`src/rtl/direct_form_iir_filter_top_assert.svh`:
```
// ---------------------------------------------------------------------------
// direct_form_iir_filter_top assertion macros
// concurrent checks used at the end of the top level
// ---------------------------------------------------------------------------
`ifndef DIRECT_FORM_IIR_FILTER_TOP_ASSERT_SVH
`define DIRECT_FORM_IIR_FILTER_TOP_ASSERT_SVH

// condition holds in the same cycle
`define DFIIR_ASSERT_SAME(name, clk, rst_n, ante, cons, msg) \
	name: assert property (@(posedge clk) disable iff (!rst_n) (ante) |-> (cons)) \
		else $error(msg);

// condition holds in the following cycle
`define DFIIR_ASSERT_NEXT(name, clk, rst_n, ante, cons, msg) \
	name: assert property (@(posedge clk) disable iff (!rst_n) (ante) |=> (cons)) \
		else $error(msg);

`endif

```
`src/rtl/dfiir_pkg.sv`:
```
`timescale 1ns / 1ps
// ---------------------------------------------------------------------------
// dfiir_pkg
// shared constants, codes and types of the direct form I iir filter
// ---------------------------------------------------------------------------
package dfiir_pkg;

	localparam int MAX_TAP_COUNT = 16;
	localparam int TAP_W         = $clog2(MAX_TAP_COUNT);
	localparam int STEP_W        = TAP_W + 1;
	localparam int TAP_IDX_W     = 4;
	localparam int COEF_W        = 32;
	localparam int SAMPLE_W      = 24;
	localparam int TAPS_W        = 5;
	localparam int OP_W          = 2;
	localparam int CFG_IDX_W     = 1;
	localparam int PROD_W        = COEF_W + SAMPLE_W;
	localparam int ACC_W         = PROD_W + TAP_W + 2;
	localparam int FRAC_SHIFT    = 28;

	localparam logic [OP_W-1:0] OP_FILTER = 2'd0;
	localparam logic [OP_W-1:0] OP_WR_NUM = 2'd1;
	localparam logic [OP_W-1:0] OP_WR_DEN = 2'd2;

	localparam logic [CFG_IDX_W-1:0] REG_NUM_TAPS = 1'b0;
	localparam logic [CFG_IDX_W-1:0] REG_DEN_TAPS = 1'b1;

	localparam logic signed [COEF_W-1:0] COEF_ONE = 32'sh1000_0000;

	typedef struct packed {
		logic signed [COEF_W-1:0]   b;
		logic signed [COEF_W-1:0]   a;
		logic signed [SAMPLE_W-1:0] x;
		logic signed [SAMPLE_W-1:0] y;
	} cell_t;

	typedef struct packed {
		logic rotate;
		logic hist_shift;
		logic num_wr;
		logic den_wr;
		logic y_set;
	} cell_ctrl_t;

	typedef struct packed {
		logic clear;
		logic step;
		logic sub;
		logic use_term;
	} mac_ctrl_t;

endpackage

```
`src/rtl/dfiir_mac.sv`:
```
`timescale 1ns / 1ps
// ---------------------------------------------------------------------------
// dfiir_mac
// shared multiply-accumulate with rounding and saturation to sample range
// ---------------------------------------------------------------------------
module dfiir_mac (
	input  logic                                    clk,
	input  logic                                    arst_n,
	input  dfiir_pkg::mac_ctrl_t                    ctrl,
	input  logic signed [dfiir_pkg::COEF_W-1:0]     coef,
	input  logic signed [dfiir_pkg::SAMPLE_W-1:0]   smp,
	output logic signed [dfiir_pkg::SAMPLE_W-1:0]   result,
	output logic                                    sat
);

	localparam int Q_W = dfiir_pkg::ACC_W - dfiir_pkg::FRAC_SHIFT;
	localparam logic signed [dfiir_pkg::ACC_W-1:0] HALF =
		dfiir_pkg::ACC_W'(1) <<< (dfiir_pkg::FRAC_SHIFT - 1);
	localparam logic signed [Q_W-1:0] SAT_HI = Q_W'((2 ** (dfiir_pkg::SAMPLE_W - 1)) - 1);
	localparam logic signed [Q_W-1:0] SAT_LO = -Q_W'(2 ** (dfiir_pkg::SAMPLE_W - 1));

	logic signed [dfiir_pkg::PROD_W-1:0] prod_s1;
	logic                                sub_s1;
	logic                                v_s1;
	logic signed [dfiir_pkg::ACC_W-1:0]  acc_q;
	logic signed [dfiir_pkg::ACC_W-1:0]  prod_ext;
	logic signed [dfiir_pkg::ACC_W-1:0]  rnd;
	logic signed [Q_W-1:0]               q;

	always_ff @(posedge clk) begin
		prod_s1 <= ctrl.use_term ?
			dfiir_pkg::PROD_W'(coef) * dfiir_pkg::PROD_W'(smp) : '0;
		sub_s1  <= ctrl.sub;
	end

	assign prod_ext = dfiir_pkg::ACC_W'(prod_s1);

	always_ff @(posedge clk or negedge arst_n) begin
		if (!arst_n) begin
			v_s1  <= 1'b0;
			acc_q <= '0;
		end else if (ctrl.clear) begin
			v_s1  <= 1'b0;
			acc_q <= '0;
		end else begin
			v_s1 <= ctrl.step;
			if (v_s1) begin
				acc_q <= sub_s1 ? acc_q - prod_ext : acc_q + prod_ext;
			end
		end
	end

	// round half up, then clip
	assign rnd = acc_q + HALF;
	assign q   = rnd[dfiir_pkg::ACC_W-1:dfiir_pkg::FRAC_SHIFT];

	always_comb begin
		sat    = 1'b0;
		result = q[dfiir_pkg::SAMPLE_W-1:0];
		if (q > SAT_HI) begin
			sat    = 1'b1;
			result = SAT_HI[dfiir_pkg::SAMPLE_W-1:0];
		end else if (q < SAT_LO) begin
			sat    = 1'b1;
			result = SAT_LO[dfiir_pkg::SAMPLE_W-1:0];
		end
	end

endmodule

```
`config.mk`:
```
export PLATFORM = sky130hd
export DESIGN_NAME = dfiir_mac
export DESIGN_NICKNAME = d
export VERILOG_FILES = /design/src/rtl/direct_form_iir_filter_top_assert.svh /design/src/rtl/dfiir_pkg.sv /design/src/rtl/dfiir_mac.sv
export SDC_FILE = /design/constraint.sdc
export NUM_CORES = 2
export LEC_CHECK = 0
export BUFFER_PORTS_ARGS = -buffer_cell sky130_fd_sc_hd__buf_2
export CELL_PAD_IN_SITES_DETAIL_PLACEMENT = 0
export CELL_PAD_IN_SITES_GLOBAL_PLACEMENT = 2
export CORE_MARGIN = 8
export CORE_UTILIZATION = 45
export CTS_CLUSTER_DIAMETER = 200
export DETAILED_ROUTE_END_ITERATION = 16
export PLACE_DENSITY = 0.95
export SYNTH_ARGS = -nofsm -noshare
export SYNTH_HDL_FRONTEND = slang
export SYNTH_SLANG_ARGS = --single-unit
```
`constraint.sdc`:
```
create_clock -name clk -period 12.8 [get_ports clk]
set_input_delay 0.64 -clock clk [delete_from_list [all_inputs] [get_ports clk]]
set_output_delay 0.64 -clock clk [all_outputs]
set_load 0.01 [all_outputs]
```
Word-level counts from Yosys, hierarchy flattened
Cells that the tools add are included.

storage, ports and cells
  register bits = 120
  word-level logic and storage cells = 19
  output and inout port bits = 25

cells by class
  muxes and demuxes = 8
  add/sub/neg operators = 3
  $lt $le $gt $ge = 2
  $mul = 1
  reductions and logical operators = 1

operators by type and width
  operator                                                                 number
  62-bit two-way mux                                                       3
  62-bit by 29-bit adder with 62-bit output (second input constant)        1
  62-bit by 56-bit adder with 62-bit output                                1
  62-bit by 56-bit subtractor with 62-bit output                           1
  32-bit by 24-bit multiplier with 56-bit output                           1
  24-bit two-way mux                                                       2
  34-bit by 24-bit > comparator with 1-bit output (second input constant)  1
  34-bit by 24-bit < comparator with 1-bit output (second input constant)  1
  1-bit two-way mux                                                        3
  2-bit nonzero test                                                       1

Logic depth before layout (Yosys ltp)
  word-level depth = 4
  mapped depth = 28
  gate-level depth less buffers = 27

Worst setup path before layout
No wires, ideal clock.

  kind = input to register
  from = input coef[10] in the netlist's numbering
  to = register prod_s1[55] in the netlist's numbering
  data arrival time = 7.003 ns
  required time = 12.685 ns
  path slack = 5.682 ns
  cell stages on the path = 27
  buffers on the path = 2
  library setup time = 0.115 ns
  path through = clkbuf_1 > nand2_1 > fa_1 > fa_1 > inv_1 > fa_1 > inv_1 > fa_1 > inv_1 > fa_1 > fa_1 > inv_1 > fa_1 > inv_1 > ha_1 > clkbuf_1 > and4_1 > nand4_1 > o21ai_0 > a211oi_2 > a21oi_1 > a21oi_1 > a21oi_1 > a211oi_2 > o31ai_1 > xnor2_1 > and2_1

between the ends
  longest elaborated chain between the ends = 1

ends and longest elaborated chain
  item                                            line             RTL
  start: declaration                              dfiir_mac.sv:10  input logic signed [dfiir_pkg::COEF_W-1:0] coef,
  32-bit by 24-bit multiplier with 56-bit output  dfiir_mac.sv:32  dfiir_pkg::PROD_W'(coef) * dfiir_pkg::PROD_W'(smp) : '0;
  end signal: assignment                          dfiir_mac.sv:31  prod_s1 <= ctrl.use_term ?
  end: declaration                                dfiir_mac.sv:22  logic signed [dfiir_pkg::PROD_W-1:0] prod_s1;

No other way between the ends.
A chain may end at the register's enable or synchronous reset.

Worst setup path in the final report
  from = input smp[23] in the netlist's numbering
  to = register prod_s1[44] in the netlist's numbering

between the ends
  longest elaborated chain between the ends = 1

ends and longest elaborated chain
  item                                            line             RTL
  start: declaration                              dfiir_mac.sv:11  input logic signed [dfiir_pkg::SAMPLE_W-1:0] smp,
  32-bit by 24-bit multiplier with 56-bit output  dfiir_mac.sv:32

No other way between the ends.

==> flow_summary.json <==
{
  "grt-ovfl-total": 0,
  "tightest_slew_ns": 0.998,
  "synth_top_area_share": 0.433,
  "antenna_found_initial": 2,
  "final_cell_mix": "inv_1 (792), fa_1 (784), nand2_1 (490), and2_1 (392), nor2_1 (221)",
  "cts_root_buf": "clkbuf_16",
  "cap_violations": 0,
  "initial_utilization": 0.453,
  "end_kind": "register",
  "cpPeakStageDelay_ns": 0.87,
  "ys.flop_type": "dfrtp_1",
  "io_buffer_count": 86,
  "path_max_fanout": 26,
  "netlist_instances": 4122,
  "min_period_ns": 7.88,
  "cts-buffers-inserted": 17,
  "synth_area_um2": 36300,
  "synth_top_area_cell": "fa_1",
  "post_route_cells_drive_above_1_share": 0.0351,
  "ctsResizeCount": 0,
  "crit_top_cell": "fa_1",
  "slew_headroom": 0.331,
  "num_rows": 104,
  "vias": 26700,
  "async_reset_ff_frac": 0.525,
  "placed_area_um2": 37300,
  "hold_buffers": 0,
  "place_congestion": 0.893,
  "avgSynthCellArea_um2": 8.80,
  "die_area_um2": 90000,
  "worstSetupPathType": "input pin to register",
  "n_fill_cell": 7858,
  "layout.nets": 5091,
  "dp.cells": 5073,
  "crit_chain": "buf_2, clkinv_1, nor2_1, fa_1, fa_1, fa_1, fa_1, fa_1, fa_1, inv_1, fa_1, inv_1, ha_1, a21o_1, a21o_1, a21oi_1, o21ai_0, a221o_1, nor3_1, a21oi_1, a31oi_1, o21ai_1, xor2_1, and2_1",
  "grt_pass1_vias": 28600,
  "synth-edff-count": 0,
  "finalSetupViolCount": 0,
  "ys_ff_latch": 120,
  "critical_path.top_delay_family": "adder cells",
  "clockBufferDepth": 2,
  "syn2layout_area_growth_pct": 4.51,
  "critPathArrivalTime_ns": 8.19,
  "fp.dieH_um": 300,
  "wl_mm": 94.3,
  "coreArea_um2": 80200,
  "wl_per_cell_um": 18.5,
  "syn_nets": 5181,
  "final_common_cell": "inv_1",
  "fin_crit_sh": 0.615,
  "ios": 87,
  "die_x_um": 300,
  "dpl.hpwl_mm": 76.5,
  "grt_pass1_wl_mm": 156,
  "drt_iter0_markers": 1533,
  "cts_tree": "yes",
  "worst_setup_path_start_kind": "input pin",
  "cp_num_buf_inv": 4,
  "clock_skew_ns": 0.00838,
  "clock_sinks": 120,
  "finalMaxSlewViolations": 0,
  "critPathSlowestCell": "clkinv_1",
  "yosysUniqueCellTypes": 78,
  "max_freq_ghz": 0.127,
  "status": "complete, no violations",
  "ys_warn_count": 0,
  "drc": 0,
  "viasPerCell": 5.24,
  "finalHoldViolations": 0,
  "grt_max_degree": 64,
  "fin_area_um2": 37900,
  "post-cts-setup-buffers": 0,
  "yosys-top-cells-area": "fa_1 (43%), inv_1 (8.2%), ha_1 (7.3%), and2_1 (6.8%), nand2_1 (5.1%)",
  "ys_seq_area_frac": 0.0749,
  "stdcell_count": 5106,
  "rsz0062_at_grt": "false",
  "first_pass_iters": 5,
  "fin_tns_setup_ns": 0,
  "cts.clk_slew.worst_paths_ns": 0.05,
  "hold_path_class": "input pin to register",
  "required_ns": 13.12,
  "cts.htree.levels": 4,
  "worstSkewPairLatency_ns": 0.43,
  "grt_usage": 0.214,
  "drtAntennaViolNets": 0
}
registers in the layout, indices dropped and copies added, names as in the netlist:
name	cells
prod_s1	56
acc_q	62
sub_s1	1
v_s1	1
layer usage:
layer / GRT usage / share of wire / up-vias
li1: - / - / 12400
met2: 0.323 / 0.43 / 838
met4: 0.0407 / 0.015 / 2
met3: 0.0539 / 0.086 / 82
met1: 0.312 / 0.47 / 13400
met5: 0 / 0.00012 / -
logic make-up after synthesis:
kind of cell | count (synthesis) | synth area share
flip-flops | 120 | 0.0749
XOR/XNOR | 184 | 0.0444
adder cells (fa/ha/maj) | 997 | 0.506
multiplexers | 42 | 0.0120
buffers and inverters | 997 | 0.103
AO/OA/AOI/OAI | 488 | 0.0851
AND/OR/NAND/NOR | 1294 | 0.174
through the flow:
step	hold WS (ns)	setup slack [ns]	util
after global routing	0.307	4.53	0.473
after detailed placement	0.521	4.48	0.466
after CTS	0.301	4.91	0.473
after global placement	0.508	4.58	0.466
after floorplan	0.344	5.68	-
final	0.323	4.92	0.473
worst paths after layout:
path / start / depth (start not counted) / slack [ns] / end
hold reg to reg: acc_q[10] / 2 / 0.53 / acc_q[10]
max in group asynchronous: arst_n / 2 / 11.73 / v_s1
setup reg to reg: prod_s1[0] / 24 / 7.39 / acc_q[61]
setup / recovery: smp[23] / 24 / 4.92 / prod_s1[44]
hold / removal: ctrl[1] / 1 / 0.32 / sub_s1
min in group asynchronous: arst_n / 2 / 0.39 / acc_q[53]
cell type report:
class | count | area (um2) | share of cell area
Antenna cell | 1 | 2.50 | 0.0000660
Clock buffer | 20 | 437 | 0.0115
Clock inverter | 12 | 145 | 0.00383
Inverter | 794 | 2980 | 0.0786
Multi-Input combinational cell | 3005 | 29800 | 0.786
Sequential cell | 120 | 2720 | 0.0717
Tap cell | 1060 | 1330 | 0.0350
Timing Repair Buffer | 94 | 490 | 0.0129
synth_stat cells, types with 4 or more instances:
cell      number
o311ai_1       4
and3_1        20
inv_1        792
a21o_1        67
xnor2_1      133
a211oi_1      21
o21ai_0       70
and2_1       392
a221oi_1       4
nor4_1         5
nand4_1       34
o211ai_1       7
a211o_1        7
dfxtp_1       57
a21boi_0       4
nor2_1       221
nand2b_1      19
or3_1          8
nor3_1        32
o21ai_1       27
a31oi_1       20
fa_1         784
mux2i_1       40
o31ai_1       10
o21bai_1      25
buf_1         12
nor2b_1        6
dfrtp_1       63
nand3_1       39
xor2_1        51
nor3b_1        4
and4_1         6
a21oi_1      164
o21a_1        13
clkbuf_1     190
nand2_1      490
ha_1         213
o22ai_1        4
o31a_1         7
Power is left out: the tool's default activity adds up to more than one toggle a clock period on the data nets, which glitch-free logic cannot reach.
